===== config.mk =====
export PLATFORM = sky130hd
export DESIGN_NAME = gesture_code_lock_fsm_top_flat
export DESIGN_NICKNAME = d
export VERILOG_FILES = /design/src/hdl/glc_pkg.sv /design/src/hdl/glc_in_if.sv /design/src/hdl/glc_out_if.sv /design/src/hdl/glc_cfg.sv /design/src/hdl/glc_core.sv /design/src/hdl/gesture_code_lock_fsm_top.sv /design/src/flat_wrapper.sv
export SDC_FILE = /design/constraint.sdc
export NUM_CORES = 1
export LEC_CHECK = 0
export ABC_AREA = 1
export BUFFER_PORTS_ARGS = -buffer_cell sky130_fd_sc_hd__buf_2
export CELL_PAD_IN_SITES_DETAIL_PLACEMENT = 1
export CELL_PAD_IN_SITES_GLOBAL_PLACEMENT = 2
export CORE_UTILIZATION = 38
export DETAILED_ROUTE_END_ITERATION = 12
export PLACE_DENSITY_LB_ADDON = 0.3
export SYNTH_ARGS = -nofsm -noshare
export SYNTH_HDL_FRONTEND = slang
export SYNTH_HIERARCHICAL = 1
export SYNTH_SLANG_ARGS = --single-unit

===== constraint.sdc =====
create_clock -name clk -period 5.6 [get_ports clk]
set_input_delay 1.12 -clock clk [delete_from_list [all_inputs] [get_ports clk]]
set_output_delay 1.12 -clock clk [all_outputs]
set_load 0.05 [all_outputs]

===== src/hdl/glc_pkg.sv =====
`default_nettype none
// ----------------------------------------------------------------------------
// glc_pkg: shared types and constants of the gesture code lock
// command, event and mode codes, word structs, reset values, digit helper
// ----------------------------------------------------------------------------
package glc_pkg;

    localparam int CODE_LENGTH = 4;
    localparam int POS_W       = 2;
    localparam int DIGIT_W     = 4;
    localparam int TIMER_W     = 16;
    localparam int CFG_IDX_W   = 2;
    localparam int CFG_DATA_W  = 16;

    localparam logic [CFG_IDX_W-1:0] CFG_ADMIN_HOLD    = 2'd0;
    localparam logic [CFG_IDX_W-1:0] CFG_CHANGE_WINDOW = 2'd1;
    localparam logic [CFG_IDX_W-1:0] CFG_DEFAULT_CODE  = 2'd2;

    localparam logic [TIMER_W-1:0]    ADMIN_HOLD_RST    = 16'd2000;
    localparam logic [TIMER_W-1:0]    CHANGE_WINDOW_RST = 16'd3000;
    localparam logic [CFG_DATA_W-1:0] DEFAULT_CODE_RST  = 16'h1234;
    localparam logic [TIMER_W-1:0]    TIMER_MAX         = 16'hFFFF;
    localparam logic [DIGIT_W-1:0]    DIGIT_MAX         = 4'd9;

    typedef enum logic [1:0] {
        CMD_TICK   = 2'd0,
        CMD_CLICK  = 2'd1,
        CMD_DOUBLE = 2'd2,
        CMD_LONG   = 2'd3
    } cmd_t;

    typedef enum logic [3:0] {
        EV_NONE      = 4'd0,
        EV_ADVANCED  = 4'd1,
        EV_COMMITTED = 4'd2,
        EV_UNLOCKED  = 4'd3,
        EV_DENIED    = 4'd4,
        EV_SAVED     = 4'd5,
        EV_CLEARED   = 4'd6,
        EV_CANCELLED = 4'd7,
        EV_EXPIRED   = 4'd8,
        EV_RESET     = 4'd9
    } event_t;

    typedef enum logic [1:0] {
        MODE_ENTER  = 2'd0,
        MODE_PROMPT = 2'd1,
        MODE_CHANGE = 2'd2
    } mode_t;

    typedef logic [CODE_LENGTH-1:0][DIGIT_W-1:0] digits_t;

    typedef struct packed {
        cmd_t cmd;
        logic admin_low;
    } item_t;

    typedef struct packed {
        event_t              event_res;
        mode_t               lock_mode;
        logic [POS_W-1:0]    digit_position;
        logic [DIGIT_W-1:0]  digit_value;
    } result_t;

    typedef struct packed {
        logic [TIMER_W-1:0]    admin_hold_ms;
        logic [TIMER_W-1:0]    change_window_ms;
        logic [CFG_DATA_W-1:0] default_code;
    } cfg_t;

    // first digit in the top nibble, positions past the fourth read zero
    function automatic digits_t code_digits(input logic [CFG_DATA_W-1:0] code);
        digits_t d;
        for (int i = 0; i < CODE_LENGTH; i++)
        begin
            d[i] = (i < 4) ? code[CFG_DATA_W-1-4*(i%4) -: DIGIT_W] : '0;
        end
        return d;
    endfunction

endpackage
`default_nettype wire


===== src/hdl/glc_in_if.sv =====
`default_nettype none
// ----------------------------------------------------------------------------
// glc_in_if: gesture word channel
// valid/ready handshake carrying one decoded gesture or tick
// ----------------------------------------------------------------------------
interface glc_in_if;
    logic       valid;
    logic       ready;
    logic [1:0] cmd;
    logic       admin_low;

    modport source (output valid, output cmd, output admin_low, input ready);
    modport sink   (input valid, input cmd, input admin_low, output ready);
endinterface
`default_nettype wire


===== src/hdl/glc_out_if.sv =====
`default_nettype none
// ----------------------------------------------------------------------------
// glc_out_if: result word channel
// valid/ready handshake carrying event, mode and digit being entered
// ----------------------------------------------------------------------------
interface glc_out_if;
    logic       valid;
    logic       ready;
    logic [3:0] event_res;
    logic [1:0] lock_mode;
    logic [1:0] digit_position;
    logic [3:0] digit_value;

    modport source (output valid, output event_res, output lock_mode,
                    output digit_position, output digit_value, input ready);
    modport sink   (input valid, input event_res, input lock_mode,
                    input digit_position, input digit_value, output ready);
endinterface
`default_nettype wire


===== src/hdl/glc_cfg.sv =====
`default_nettype none
// ----------------------------------------------------------------------------
// glc_cfg: configuration registers
// hold time, change window and factory code, written by index
// ----------------------------------------------------------------------------
module glc_cfg (
    input  wire logic                           clk,
    input  wire logic                           rst_n,
    input  wire logic                           cfg_we,
    input  wire logic [glc_pkg::CFG_IDX_W-1:0]  cfg_idx,
    input  wire logic [glc_pkg::CFG_DATA_W-1:0] cfg_wdata,
    output glc_pkg::cfg_t                       cfg
);
    import glc_pkg::*;

    cfg_t cfg_reg;
    cfg_t cfg_next;

    always_comb
    begin
        cfg_next = cfg_reg;
        if (cfg_we)
        begin
            case (cfg_idx)
                CFG_ADMIN_HOLD:    cfg_next.admin_hold_ms    = cfg_wdata;
                CFG_CHANGE_WINDOW: cfg_next.change_window_ms = cfg_wdata;
                CFG_DEFAULT_CODE:  cfg_next.default_code     = cfg_wdata;
                default:           cfg_next = cfg_reg;
            endcase
        end
    end

    always_ff @(posedge clk or negedge rst_n)
    begin
        if (!rst_n)
        begin
            cfg_reg.admin_hold_ms    <= ADMIN_HOLD_RST;
            cfg_reg.change_window_ms <= CHANGE_WINDOW_RST;
            cfg_reg.default_code     <= DEFAULT_CODE_RST;
        end
        else
        begin
            cfg_reg <= cfg_next;
        end
    end

    assign cfg = cfg_reg;
endmodule
`default_nettype wire


===== src/hdl/glc_core.sv =====
`default_nettype none
// ----------------------------------------------------------------------------
// glc_core: lock state and next-state logic
// one word per fire: updates state and returns the result of that word
// ----------------------------------------------------------------------------
module glc_core (
    input  wire logic     clk,
    input  wire logic     rst_n,
    input  wire logic     fire,
    input  glc_pkg::item_t   item,
    input  glc_pkg::cfg_t    cfg,
    output glc_pkg::result_t res
);
    import glc_pkg::*;

    mode_t                mode_reg, mode_next;
    logic [POS_W-1:0]     pos_reg, pos_next;
    logic [DIGIT_W-1:0]   value_reg, value_next;
    digits_t              entry_reg, entry_next;
    digits_t              stored_reg, stored_next;
    logic [TIMER_W-1:0]   window_reg, window_next;
    logic                 was_low_reg, was_low_next;
    logic [TIMER_W-1:0]   held_reg, held_next;
    logic                 done_reg, done_next;
    event_t               ev;
    logic [POS_W-1:0]     wpos;
    mode_t                commit_mode;

    always_comb
    begin
        mode_next    = mode_reg;
        pos_next     = pos_reg;
        value_next   = value_reg;
        entry_next   = entry_reg;
        stored_next  = stored_reg;
        window_next  = window_reg;
        was_low_next = was_low_reg;
        held_next    = held_reg;
        done_next    = done_reg;
        ev           = EV_NONE;
        wpos         = (mode_reg == MODE_PROMPT) ? '0 : pos_reg;
        commit_mode  = (mode_reg == MODE_PROMPT) ? MODE_CHANGE : mode_reg;

        case (item.cmd)
            CMD_TICK:
            begin
                // admin button timing first
                if (item.admin_low)
                begin
                    if (!was_low_reg)
                    begin
                        held_next = '0;
                        done_next = 1'b0;
                    end
                    else if (held_reg != TIMER_MAX)
                    begin
                        held_next = held_reg + 1'b1;
                    end
                    if (!done_next && held_next >= cfg.admin_hold_ms)
                    begin
                        done_next   = 1'b1;
                        stored_next = code_digits(cfg.default_code);
                        mode_next   = MODE_ENTER;
                        pos_next    = '0;
                        value_next  = '0;
                        window_next = '0;
                        ev          = EV_RESET;
                    end
                end
                was_low_next = item.admin_low;
                // then prompt expiry
                if (mode_next == MODE_PROMPT)
                begin
                    if (window_next != '0)
                    begin
                        window_next = window_next - 1'b1;
                    end
                    if (window_next == '0)
                    begin
                        mode_next = MODE_ENTER;
                        ev        = EV_EXPIRED;
                    end
                end
            end
            CMD_CLICK:
            begin
                if (mode_reg == MODE_PROMPT)
                begin
                    mode_next  = MODE_CHANGE;
                    pos_next   = '0;
                    value_next = DIGIT_W'(1);
                end
                else
                begin
                    value_next = (value_reg == DIGIT_MAX) ? '0 : value_reg + 1'b1;
                end
                ev = EV_ADVANCED;
            end
            CMD_DOUBLE:
            begin
                pos_next   = '0;
                value_next = '0;
                if (mode_reg == MODE_PROMPT)
                begin
                    mode_next = MODE_ENTER;
                    ev        = EV_CANCELLED;
                end
                else
                begin
                    ev = EV_CLEARED;
                end
            end
            CMD_LONG:
            begin
                entry_next[wpos] = value_reg;
                value_next       = '0;
                if (wpos != POS_W'(CODE_LENGTH - 1))
                begin
                    pos_next  = POS_W'(wpos + 1'b1);
                    mode_next = commit_mode;
                    ev        = EV_COMMITTED;
                end
                else
                begin
                    pos_next = '0;
                    if (commit_mode == MODE_CHANGE)
                    begin
                        stored_next = entry_next;
                        mode_next   = MODE_ENTER;
                        ev          = EV_SAVED;
                    end
                    else if (entry_next == stored_reg)
                    begin
                        mode_next   = MODE_PROMPT;
                        window_next = cfg.change_window_ms;
                        ev          = EV_UNLOCKED;
                    end
                    else
                    begin
                        mode_next = MODE_ENTER;
                        ev        = EV_DENIED;
                    end
                end
            end
            default:
            begin
                ev = EV_NONE;
            end
        endcase
    end

    always_ff @(posedge clk or negedge rst_n)
    begin
        if (!rst_n)
        begin
            mode_reg    <= MODE_ENTER;
            pos_reg     <= '0;
            value_reg   <= '0;
            stored_reg  <= code_digits(DEFAULT_CODE_RST);
            window_reg  <= '0;
            was_low_reg <= 1'b0;
            held_reg    <= '0;
            done_reg    <= 1'b0;
        end
        else if (fire)
        begin
            mode_reg    <= mode_next;
            pos_reg     <= pos_next;
            value_reg   <= value_next;
            stored_reg  <= stored_next;
            window_reg  <= window_next;
            was_low_reg <= was_low_next;
            held_reg    <= held_next;
            done_reg    <= done_next;
        end
    end

    // entry digits are always written before they are compared
    always_ff @(posedge clk)
    begin
        if (fire)
        begin
            entry_reg <= entry_next;
        end
    end

    assign res.event_res      = ev;
    assign res.lock_mode      = mode_next;
    assign res.digit_position = pos_next;
    assign res.digit_value    = value_next;
endmodule
`default_nettype wire


===== src/hdl/gesture_code_lock_fsm_top.sv =====
`default_nettype none
// ----------------------------------------------------------------------------
// gesture_code_lock_fsm_top: four-digit gesture code lock
// input register, combinational lock update, result register
// ----------------------------------------------------------------------------
// Takes one word per clock on the gesture channel (tick, click, double click
// or long press) while no stalled result holds it back, and returns exactly
// one result word for each, in order: the event, the lock mode and the digit
// position and value now being entered. A word passes through the input
// register and then the result register; with the result side ready, one
// word per cycle flows through, since the whole lock update for a word is
// combinational logic between the input register and the state and result
// registers. A stalled result holds in the result register while the input
// register still takes one more word. Configuration writes (hold time, change
// window, factory code) take effect at once and are meant for an idle block.
// No clearing pass after reset: the block is ready straight out of reset.
// ----------------------------------------------------------------------------
module gesture_code_lock_fsm_top (
    input  wire logic                           clk,
    input  wire logic                           rst_n,
    glc_in_if.sink                              gesture,
    glc_out_if.source                           result,
    input  wire logic                           cfg_we,
    input  wire logic [glc_pkg::CFG_IDX_W-1:0]  cfg_idx,
    input  wire logic [glc_pkg::CFG_DATA_W-1:0] cfg_wdata
);
    import glc_pkg::*;

    cfg_t    cfg;
    item_t   item_reg;
    logic    item_valid_reg;
    result_t res;
    result_t res_reg;
    logic    res_valid_reg;
    logic    advance;
    logic    in_take;

    // configuration registers
    glc_cfg u_cfg (
        .clk       (clk),
        .rst_n     (rst_n),
        .cfg_we    (cfg_we),
        .cfg_idx   (cfg_idx),
        .cfg_wdata (cfg_wdata),
        .cfg       (cfg)
    );

    // the held word moves on when the result register is free or draining
    assign advance       = item_valid_reg && (!res_valid_reg || result.ready);
    assign gesture.ready = !item_valid_reg || advance;
    assign in_take       = gesture.valid && gesture.ready;

    // input register
    always_ff @(posedge clk or negedge rst_n)
    begin
        if (!rst_n)
        begin
            item_valid_reg <= 1'b0;
        end
        else if (gesture.ready)
        begin
            item_valid_reg <= gesture.valid;
        end
    end

    always_ff @(posedge clk)
    begin
        if (in_take)
        begin
            item_reg.cmd       <= cmd_t'(gesture.cmd);
            item_reg.admin_low <= gesture.admin_low;
        end
    end

    // lock state and update logic, state commits on advance
    glc_core u_core (
        .clk   (clk),
        .rst_n (rst_n),
        .fire  (advance),
        .item  (item_reg),
        .cfg   (cfg),
        .res   (res)
    );

    // result register
    always_ff @(posedge clk or negedge rst_n)
    begin
        if (!rst_n)
        begin
            res_valid_reg <= 1'b0;
        end
        else if (advance)
        begin
            res_valid_reg <= 1'b1;
        end
        else if (result.ready)
        begin
            res_valid_reg <= 1'b0;
        end
    end

    always_ff @(posedge clk)
    begin
        if (advance)
        begin
            res_reg <= res;
        end
    end

    assign result.valid          = res_valid_reg;
    assign result.event_res      = res_reg.event_res;
    assign result.lock_mode      = res_reg.lock_mode;
    assign result.digit_position = res_reg.digit_position;
    assign result.digit_value    = res_reg.digit_value;

    // an accepted word is held in the input register on the next cycle
    assert property (@(posedge clk) disable iff (!rst_n)
        in_take |=> item_valid_reg)
    else $error("accepted gesture word not held");

    // the digit being entered is always a decimal digit
    assert property (@(posedge clk) disable iff (!rst_n)
        result.valid |-> result.digit_value <= DIGIT_MAX)
    else $error("digit value out of decimal range");

    // an unlock always opens the change prompt
    assert property (@(posedge clk) disable iff (!rst_n)
        (result.valid && result.event_res == EV_UNLOCKED)
            |-> result.lock_mode == MODE_PROMPT)
    else $error("unlock without change prompt");

    // a saved code or a factory reset leaves fresh entry at the first digit
    assert property (@(posedge clk) disable iff (!rst_n)
        (result.valid && (result.event_res == EV_SAVED || result.event_res == EV_RESET))
            |-> (result.lock_mode == MODE_ENTER && result.digit_position == '0))
    else $error("save or reset did not restart entry");
endmodule
`default_nettype wire

===== src/flat_wrapper.sv =====
// flat-port wrapper written by rule: the top's interface ports become plain ports
module gesture_code_lock_fsm_top_flat import glc_pkg::*;
  (clk, rst_n, cfg_we, cfg_idx, cfg_wdata, gesture_valid, gesture_cmd, gesture_admin_low, gesture_ready, result_valid, result_event_res, result_lock_mode, result_digit_position, result_digit_value, result_ready);
  glc_in_if gesture_i ();
  glc_out_if result_i ();
  input  wire logic clk;
  input  wire logic rst_n;
  input  wire logic cfg_we;
  input  wire logic [glc_pkg::CFG_IDX_W-1:0] cfg_idx;
  input  wire logic [glc_pkg::CFG_DATA_W-1:0] cfg_wdata;
  input wire logic [$bits(gesture_i.valid)-1:0] gesture_valid;
  input wire logic [$bits(gesture_i.cmd)-1:0] gesture_cmd;
  input wire logic [$bits(gesture_i.admin_low)-1:0] gesture_admin_low;
  output wire logic [$bits(gesture_i.ready)-1:0] gesture_ready;
  output wire logic [$bits(result_i.valid)-1:0] result_valid;
  output wire logic [$bits(result_i.event_res)-1:0] result_event_res;
  output wire logic [$bits(result_i.lock_mode)-1:0] result_lock_mode;
  output wire logic [$bits(result_i.digit_position)-1:0] result_digit_position;
  output wire logic [$bits(result_i.digit_value)-1:0] result_digit_value;
  input wire logic [$bits(result_i.ready)-1:0] result_ready;
  assign gesture_i.valid = gesture_valid;
  assign gesture_i.cmd = gesture_cmd;
  assign gesture_i.admin_low = gesture_admin_low;
  assign gesture_ready = gesture_i.ready;
  assign result_valid = result_i.valid;
  assign result_event_res = result_i.event_res;
  assign result_lock_mode = result_i.lock_mode;
  assign result_digit_position = result_i.digit_position;
  assign result_digit_value = result_i.digit_value;
  assign result_i.ready = result_ready;
  gesture_code_lock_fsm_top u_core (.clk(clk), .rst_n(rst_n), .gesture(gesture_i), .result(result_i), .cfg_we(cfg_we), .cfg_idx(cfg_idx), .cfg_wdata(cfg_wdata));
endmodule

==> results.yml, run 1 <==
run_status:
  outcome: "completed"
die:
  start_util: 0.390
  ioPinCount: 40
  die_w_um: 149
  die-area_um2: 22200
  core_area_um2: 21100
  rows: 53
  die_y_um: 149
clock_tree:
  cts_tree: "done"
  numCtsBuffers: 17
  clkSinkCount: 139
  cts-root-buf: "clkbuf_16"
  cts_buffer_depth: 2
  insertion_delay_ns: 0.42
  htreeDepth: 4
  cts_hold_buf: 0
  clk_pin_slew_worst_paths_ns: 0.07
layout:
  synthToLayoutAreaGrowth_pct: 12.2
  nets: 1102
  layout-drive-gt1-share: 0.150
  largest_reg_flops: 48
  stdcell_count: 1336
  antenna_cells: 0
worst_setup_path:
  cp.required_ns: 5.78
  critPathLaunchType: "flop"
  r2r_start: "u_core/u_core/held_reg[0]"
  worstRegToRegCells: 38
  critPathKind: "reg2reg"
  reg2reg_slack_ns: 0.64
  crit_path_frequent_cell: "nand2_1"
  slowest_delay_ns: 0.41
  critPathBufInv: 6
  worstReg2RegEnd: "u_core/result.lock_mode[0]"
  crit_family: "simple AND/OR/NAND/NOR gates"
  cpMaxStageDelayCell: "dfrtp_1"
  cp_data_arrival_time_ns: 5.14
  end_kind: "flop"
  path_max_fanout: 9
  cp.depth: 38
placement:
  port_buffers: 39
  placed_cells: 1303
  dpl.hpwl_um: 16800
  gp_congestion: 0.853
timing:
  setup_violations: 0
  fmax_mhz: 202
  skew_ns: 0.0101
  worst_pin_slew_ns: 0.958
  whs_ns: 0.465
  report.final.slew_viol_count: 0
  max_slew_margin: 0.361
  period_needed_ns: 4.96
  hold_violations: 0
  timing.final.crit_share: 0.886
power_and_ir_drop:
  p_leak_nw: 4.23
  powerDensity_nw_per_um2: 410
  peakVddDrop_v: 0.000230
  power_mw: 3.78
routing:
  vias: 7109
  drt-total-wl_um: 23200
  drt_iter0_markers: 334
  ant_nets: 0
  wire_per_inst_um: 17.4
  first_pass_iters: 5
  via_per_inst: 5.32
  drc_errors: 0
yosys:
  yosys.area.top_type: "dfrtp_1"
  yosysUniqueCellTypes: 53
  synth_edf_count: 31
  synthesis.area_um2: 8220
  synth_top_area_share: 0.259
  ys.flop_type: "dfrtp_1"
  yosys_register_bits: 139
  synthTopCellsByArea: "dfrtp_1 26%, nand2_1 13%, edfxtp_1 11%"
  yosys_warnings: 6
  synthArstFlopShare: 0.777
  ys_seq_area_frac: 0.445
  syn_area_per_cell_um2: 8.03
  synthCells: 1024
  synth.net_count: 1078
global_routing:
  grtUsageTotal: 0.223
  antenna_found_initial: 0
  grt_pass1_wl_um: 38400
  grt_overflow_total: 0
  grt_max_degree: 52
  grt_pass1_vias: 7181
min_path:
  hold_end: "u_core/u_cfg/cfg[38]"
  hold_path_class: "reg2reg"
  whs_path_depth: 2
  worstHoldStart: "u_core/u_cfg/cfg[38]"
flow_run:
  cap_violations: 0
[what timing repair did]
action | CTS | global route
gates resized for setup | 0 | 7
endpoints found under the setup margin | 0 | 4
setup buffers | 0 | 1
[power breakdown]
part	internal, mW	leakage [nW]	switching, mW
Sequential	1.26	1.61	0.183
Combinational	0.389	2.31	0.756
Clock	0.732	0.300	0.460
[logic make-up after synthesis]
family / synth area share
AOI/OAI and AO/OA: 0.148
xor gates and xnor gates: 0.0202
adders and majority gates: 0.0426
buffers and inverters: 0.0826
DFF: 0.445
and+or+nand+nor: 0.261
[stage by stage]
stage	worst slack [ns]	instance area (um^2)	util	TNS (ns)
finish	0.638	9230	0.438	0
global placement	0.613	8570	0.406	0
detailed placement	0.463	8570	0.406	0
global route	-0.0413	9230	0.438	-0.0644
CTS	0.429	9190	0.436	0
floorplan	1.34	8220	-	0
[how the worst max path moves through the flow]
stage                                    from                    endpoint  slack [ns]
CTS                 u_core/u_core/held_reg[0]  u_core/result.lock_mode[0]        0.43
global placement    u_core/u_core/held_reg[0]  u_core/result.lock_mode[0]        0.61
detailed placement  u_core/u_core/held_reg[0]  u_core/result.lock_mode[0]        0.46
floorplan           u_core/u_core/held_reg[0]  u_core/result.lock_mode[0]        1.34
global route        u_core/u_core/held_reg[0]  u_core/result.lock_mode[0]       -0.04
finish              u_core/u_core/held_reg[0]  u_core/result.lock_mode[0]        0.64
[synthesized netlist by cell type (6+ instances only)]
cell and n:
edfxtp_1 31, clkbuf_1 14, dfstp_2 23, nor2_1 63
o21ai_1 27, nor3_1 9, or2_2 13, nand3_1 48
inv_1 96, xor2_1 17, buf_2 14, inv_2 7
o21ai_0 85, o21ai_2 6, buf_6 8, o211ai_1 14
buf_4 7, nand2_1 286, ha_1 28, a21oi_1 30
o22ai_1 7, nand4_1 39, dfrtp_1 85, o41ai_1 7
[area by class of cell]
cell class              count  area [um^2]
flip-flops and latches    139         3660
well taps                 275          344
repair buffers             50          280
clock inverters            12          164
multi-input cells         733         3910
fillers                  2562        11900
inverters                 107          407
clock buffers              20          458
[layer usage]
layer  wire [um]  track usage  vias up
li1            -            -     3488
met1       11500        0.323     3476
met2       10600        0.340      116
met3         746       0.0352       29
met4         361       0.0694        0
met5           0            0        -
[tightest hold or removal path: cells and delay by family, from the launching register on]
kind             cells  cell delay, ns
AND/OR/NAND/NOR      2            0.09
flip-flops           1            0.37
[cells in the final DEF (no fill, tap or decap), drive strengths merged, types with 2 or more instances in the layout]
master | Yosys | routed
o31ai | 4 | 4
dfrtp | 85 | 85
edfxtp | 31 | 31
clkinv | 2 | 9
a22oi | 2 | 2
or2 | 14 | 14
o21bai | 3 | 3
o41ai | 8 | 8
ha | 28 | 28
nor2 | 68 | 68
clkbuf | 14 | 20
dfstp | 23 | 23
nand4 | 39 | 39
xnor2 | 2 | 2
inv | 105 | 106
nor3 | 10 | 10
a21oi | 30 | 30
xor2 | 17 | 17
o211ai | 14 | 14
a211oi | 3 | 3
nand2 | 294 | 294
buf | 31 | 50
nand3 | 51 | 51
o221ai | 2 | 2
o21ai | 118 | 118
a31oi | 5 | 5
nor4 | 4 | 4
o21a | 5 | 5
bufinv | 0 | 3
o22ai | 7 | 7
No activity file was read; power rests on OpenSTA's default activity.
==> inputs of run 2 (changes only) <==
Settings changed: BUFFER_PORTS_ARGS -buffer_cell sky130_fd_sc_hd__buf_2 to -buffer_cell sky130_fd_sc_hd__clkbuf_2.
==> run 2 against run 1 <==
Effect of this change:
- worst hold slack got worse by 0.0011 ns
- total power down 1.6%
- clock power shrank 4%
- critical path type unchanged
- core utilization down 0.15 points
- flip-flop and latch count is the same
- maximum frequency decreased by 4.3%
- setup slack worse by 0.22 ns
==> results.yml, run 2 (same netlist as run 1, synthesis figures left out) <==
run_status:
  outcome: "completed"
routing:
  drt_iter0_markers: 376
  first_pass_iters: 5
  via_per_inst: 5.31
  wire_per_inst_um: 17.2
  vias: 7101
  ant_nets: 0
  drt-total-wl_um: 23000
  drc_errors: 0
layout:
  final_common_cell: "nand2_1"
  multi_input_area_um2: 3910
  final_area_um2: 9190
  ff_latch_area_um2: 3660
  antenna_cells: 0
  layout-drive-gt1-share: 0.149
  stdcell_count: 1337
  layout_common_cells: "285 x nand2_1, 96 x inv_1, 85 x dfrtp_1, 85 x o21ai_0, 62 x nor2_1"
  fill_cells: 2608
  utilization: 0.436
  synthToLayoutAreaGrowth_pct: 11.8
  largest_reg_flops: 48
  nets: 1103
flow_run:
  cap_violations: 0
worst_setup_path:
  cpMaxStageDelayCell: "dfrtp_1"
  cp.required_ns: 5.77
  slowest_delay_ns: 0.40
  end_kind: "flop"
  critPathKind: "reg2reg"
  critPathLaunchType: "flop"
  crit_path_frequent_cell: "nand2_1"
  cp_data_arrival_time_ns: 5.35
  path_max_fanout: 16
  worstRegToRegCells: 36
placement:
  placed_cells: 1303
  gp_congestion: 0.819
  dpl.hpwl_um: 16700
  port_buffers: 39
  place_area_um2: 8570
timing:
  worst_pin_slew_ns: 1.04
  fmax_mhz: 193
  hold_violations: 0
  setup_violations: 0
  period_needed_ns: 5.18
  timing.final.crit_share: 0.926
  whs_ns: 0.464
  max_slew_margin: 0.303
  report.final.slew_viol_count: 0
  skew_ns: 0.0129
clock_tree:
  insertion_delay_ns: 0.43
  numCtsBuffers: 17
  cts_hold_buf: 0
  cts_tree: "done"
  clk_pin_slew_worst_paths_ns: 0.06
  cts-root-buf: "clkbuf_16"
  clkSinkCount: 139
  htreeDepth: 4
  cts_buffer_depth: 2
global_routing:
  grt_pass1_vias: 7106
  antenna_found_initial: 0
  grtUsageTotal: 0.221
  grt_overflow_total: 0
  grt_max_degree: 67
  grt_pass1_wl_um: 37900
die:
  ioPinCount: 40
  die_w_um: 149
  die_y_um: 149
  core_area_um2: 21100
  start_util: 0.390
  die-area_um2: 22200
  rows: 53
power_and_ir_drop:
  p_seq_frac: 0.388
  p_leak_nw: 4.22
  p_int_mw: 2.33
  peakVddDrop_v: 0.000217
  clockPowerShare: 0.306
  p_comb_frac: 0.306
  switching_share: 0.374
  powerDensity_nw_per_um2: 405
  p_switching_mw: 1.39
min_path:
  hold_path_class: "reg2reg"
  whs_path_depth: 2
## run 2: changes by cell type in the layout (fill, tap and decap cells not counted), sizes merged
cell,change
buf,-37
clkinvlp,+2
clkinv,-4
inv,+3
bufinv,-1
clkbuf,+38
## run 2: cell type report
type,count,area share
multi-input combinational,733,0.425
timing repair buffer,51,0.0313
inverter,107,0.0442
clock buffer,20,0.0486
sequential,139,0.398
tap,275,0.0374
clock inverter,12,0.0152
## run 2: metal layers
metal / global-route usage / share of wire
met1: 0.320 / 0.50
met4: 0.0638 / 0.011
met3: 0.0287 / 0.024
met5: 0 / 0
met2: 0.343 / 0.46
## run 2: power by group through the flow
stage | clock [mW] | sequential (mW) | combinational [mW]
5_1_grt | 1.20 | 1.47 | 1.31
3_5_place_dp | 0 | 1.46 | 1.14
2_1_floorplan | 0 | 1.41 | 0.859
4_1_cts | 1.16 | 1.44 | 1.15
3_3_place_gp | 0 | 1.45 | 1.11
6_report | 1.14 | 1.44 | 1.14
## run 2: timing repair
item,CTS,global route
setup endpoints to repair,0,5
buffers inserted,0,2
gates resized for setup,0,5
## run 2: path summary, 6_finish.rpt
path | slack [ns] | start | end
min in group asynchronous | 0.82 | rst_n | u_core/u_core/stored_reg[10]
worst max-delay path | 0.42 | u_core/u_core/held_reg[0] | u_core/result.lock_mode[0]
max in group asynchronous | 3.67 | rst_n | u_core/u_cfg/cfg[23]
worst min-delay path | 0.46 | u_core/u_cfg/cfg[21] | u_core/u_cfg/cfg[21]
worst max register to register | 0.42 | u_core/u_core/held_reg[0] | u_core/result.lock_mode[0]
worst min register to register | 0.46 | u_core/u_cfg/cfg[21] | u_core/u_cfg/cfg[21]
## run 2: worst max-delay path: cells and delay by family (launching register included)
family	cells	cell delay [ns]
and+or+nand+nor	25	2.81
adders and majority gates	2	0.49
DFF	1	0.40
buffers and inverters	5	0.66
AOI/OAI and AO/OA	4	0.55
## run 2: per-stage QoR
step,setup WS [ns],setup TNS (ns),power (mW)
final,0.416,0,3.72
after global routing,-0.0573,-0.115,3.98
after CTS,0.355,0,3.75
after detailed placement,0.377,0,2.60
after global placement,0.609,0,2.57
after floorplan,1.34,0,2.27
==> inputs of run 3 (changes only) <==
Settings changed: BUFFER_PORTS_ARGS -buffer_cell sky130_fd_sc_hd__clkbuf_2 to unset, CAP_MARGIN set to 0, CORE_UTILIZATION 38 to 39, DONT_BUFFER_PORTS set to 1.
==> run 3 against run 2 <==
Effect of this change:
- worst hold slack got worse by 0.088 ns
- wire length shrank 1.5%
- core utilization grew 0.24 points
- non-clock buffer count fell by 39
- final area is 2.6% lower
- sequential power grew 3%
- flip-flop and latch count unchanged
- sequential share of layout area up 1.1 points
- register-to-register slack improved by 0.05 ns
- global-route usage increased by 0.19 points
- final cell count decreased by 3.3%
- critical path depth grew 4
- critical path type unchanged
- largest cell class unchanged
- highest routed layer unchanged
==> results.yml, run 3 (same netlist as run 1, synthesis figures left out) <==
routing:
  vias: 6850
  via_per_inst: 5.30
  drc_errors: 0
  ant_nets: 0
  drt-total-wl_um: 22700
  wire_per_inst_um: 17.5
  first_pass_iters: 5
  drt_iter0_markers: 336
global_routing:
  grtUsageTotal: 0.223
  grt_max_degree: 109
  grt_util_met3: 0.0528
  grt_overflow_total: 0
  grt_pass1_wl_um: 37700
  grt_use_met2: 0.342
  use_met1: 0.317
  busiest_layer: "met2"
  grt_pass1_vias: 7043
  antenna_found_initial: 0
timing:
  timing.final.crit_share: 0.917
  max_slew_margin: 0.472
  worst_pin_slew_ns: 0.782
  hold_violations: 0
  skew_ns: 0.0120
  period_needed_ns: 5.13
  setup_violations: 0
  report.final.slew_viol_count: 0
  worst_slack_ns: 0.466
  fmax_mhz: 195
layout:
  antenna_cells: 0
  nets: 1064
  largest_reg_flops: 48
  synthToLayoutAreaGrowth_pct: 8.92
  layout-drive-gt1-share: 0.114
  stdcell_count: 1293
  layout_common_cells: "285 x nand2_1, 96 x inv_1, 85 x dfrtp_1, 85 x o21ai_0, 63 x nor2_1"
  final_common_cell: "nand2_1"
die:
  start_util: 0.402
  die_y_um: 147
  rows: 52
  ioPinCount: 40
  die_w_um: 147
  core_area_um2: 20400
  die-area_um2: 21700
power_and_ir_drop:
  power_mw: 3.62
  powerDensity_nw_per_um2: 405
  p_leak_nw: 4.04
  peakVddDrop_v: 0.000212
clock_tree:
  numCtsBuffers: 17
  clkSinkCount: 139
  htreeDepth: 4
  cts_buffer_depth: 2
  cts_hold_buf: 0
  cts-root-buf: "clkbuf_16"
  insertion_delay_ns: 0.43
  clk_pin_slew_worst_paths_ns: 0.07
  cts_tree: "done"
min_path:
  hold_path_class: "in2async"
worst_setup_path:
  end_kind: "flop"
  crit_path_frequent_cell: "nand2_1"
  path_max_fanout: 19
  cpMaxStageDelayCell: "dfrtp_1"
  slowest_delay_ns: 0.42
  critPathKind: "reg2reg"
  critPathLaunchType: "flop"
  cp_data_arrival_time_ns: 5.45
  cp.required_ns: 5.91
placement:
  pre_cts_ws_ns: 0.361
  placed_cells: 1258
  gp_congestion: 0.833
  port_buffers: 0
  dpl.hpwl_um: 16300
run_status:
  outcome: "completed"
flow_run:
  cap_violations: 0
run 3: cell types whose count changed in the layout (fill, tap and decap cells not counted), moves of 2 or more:
cell        previous run  this run
bufinv_16              2         0
clkbuf_2              38         0
clkinvlp_4             3         1
inv_4                  2         4
inv_8                  0         3
run 3: routing by layer:
| layer | wire (um) | up-vias | share of wire |
|---|---|---|---|
| met1 | 11300 | 3331 | 0.50 |
| met2 | 10300 | 96 | 0.45 |
| met3 | 921 | 15 | 0.041 |
| met4 | 179 | 0 | 0.0079 |
| li1 | - | 3408 | - |
| met5 | 0 | - | 0 |
run 3: critical path, delay by kind of cell, from the launching register on:
kind,cells,cell delay [ns]
fa+ha+maj,3,0.76
simple gates,28,2.82
buf+inv,6,0.55
flops,1,0.42
compound gates,3,0.44
run 3: power by group:
part	total [mW]	internal (mW)	leakage (nW)	switching (mW)
sequential	1.48	1.26	1.61	0.216
clock	1.09	0.586	0.275	0.506
combinational	1.05	0.378	2.15	0.674
run 3: worst paths after layout:
check / startpoint / endpoint / slack (ns) / depth (start not counted)
setup / recovery: u_core/u_core/held_reg[0] / u_core/u_core/mode_reg[0] / 0.47 / 40
hold / removal: rst_n / u_core/u_core/stored_reg[11] / 0.38 / 0
setup reg to reg: u_core/u_core/held_reg[0] / u_core/u_core/mode_reg[0] / 0.47 / 40
hold reg to reg: u_core/u_cfg/cfg[24] / u_core/u_cfg/cfg[24] / 0.46 / 2
max in group asynchronous: rst_n / u_core/u_cfg/cfg[27] / 4.95 / 0
min in group clk: u_core/u_cfg/cfg[24] / u_core/u_cfg/cfg[24] / 0.46 / 2
run 3: timing repair:
action,4_1_cts,5_1_grt
setup endpoints to repair,0,5
setup buffers,0,3
gates resized for setup,0,3
hold endpoints to repair,0,0
run 3: layout make-up:
class                           count  area, um^2
Inverter                          107         407
Clock buffer                       18         429
Fill cell                        2504       11500
Tap cell                          270         338
Multi-Input combinational cell    733        3900
Timing Repair Buffer               12        90.1
Sequential cell                   139        3660
Clock inverter                     14         128
run 3: stage by stage:
stage / hold WS [ns] / utilization / TNS, ns / area [um^2]
after detailed placement: 0.456 / 0.409 / 0 / 8360
after CTS: 0.356 / 0.436 / 0 / 8920
after global routing: 0.348 / 0.438 / -0.00125 / 8960
final: 0.376 / 0.438 / 0 / 8960
after global placement: 0.453 / 0.409 / 0 / 8360
after floorplan: 0.437 / - / 0 / 8220
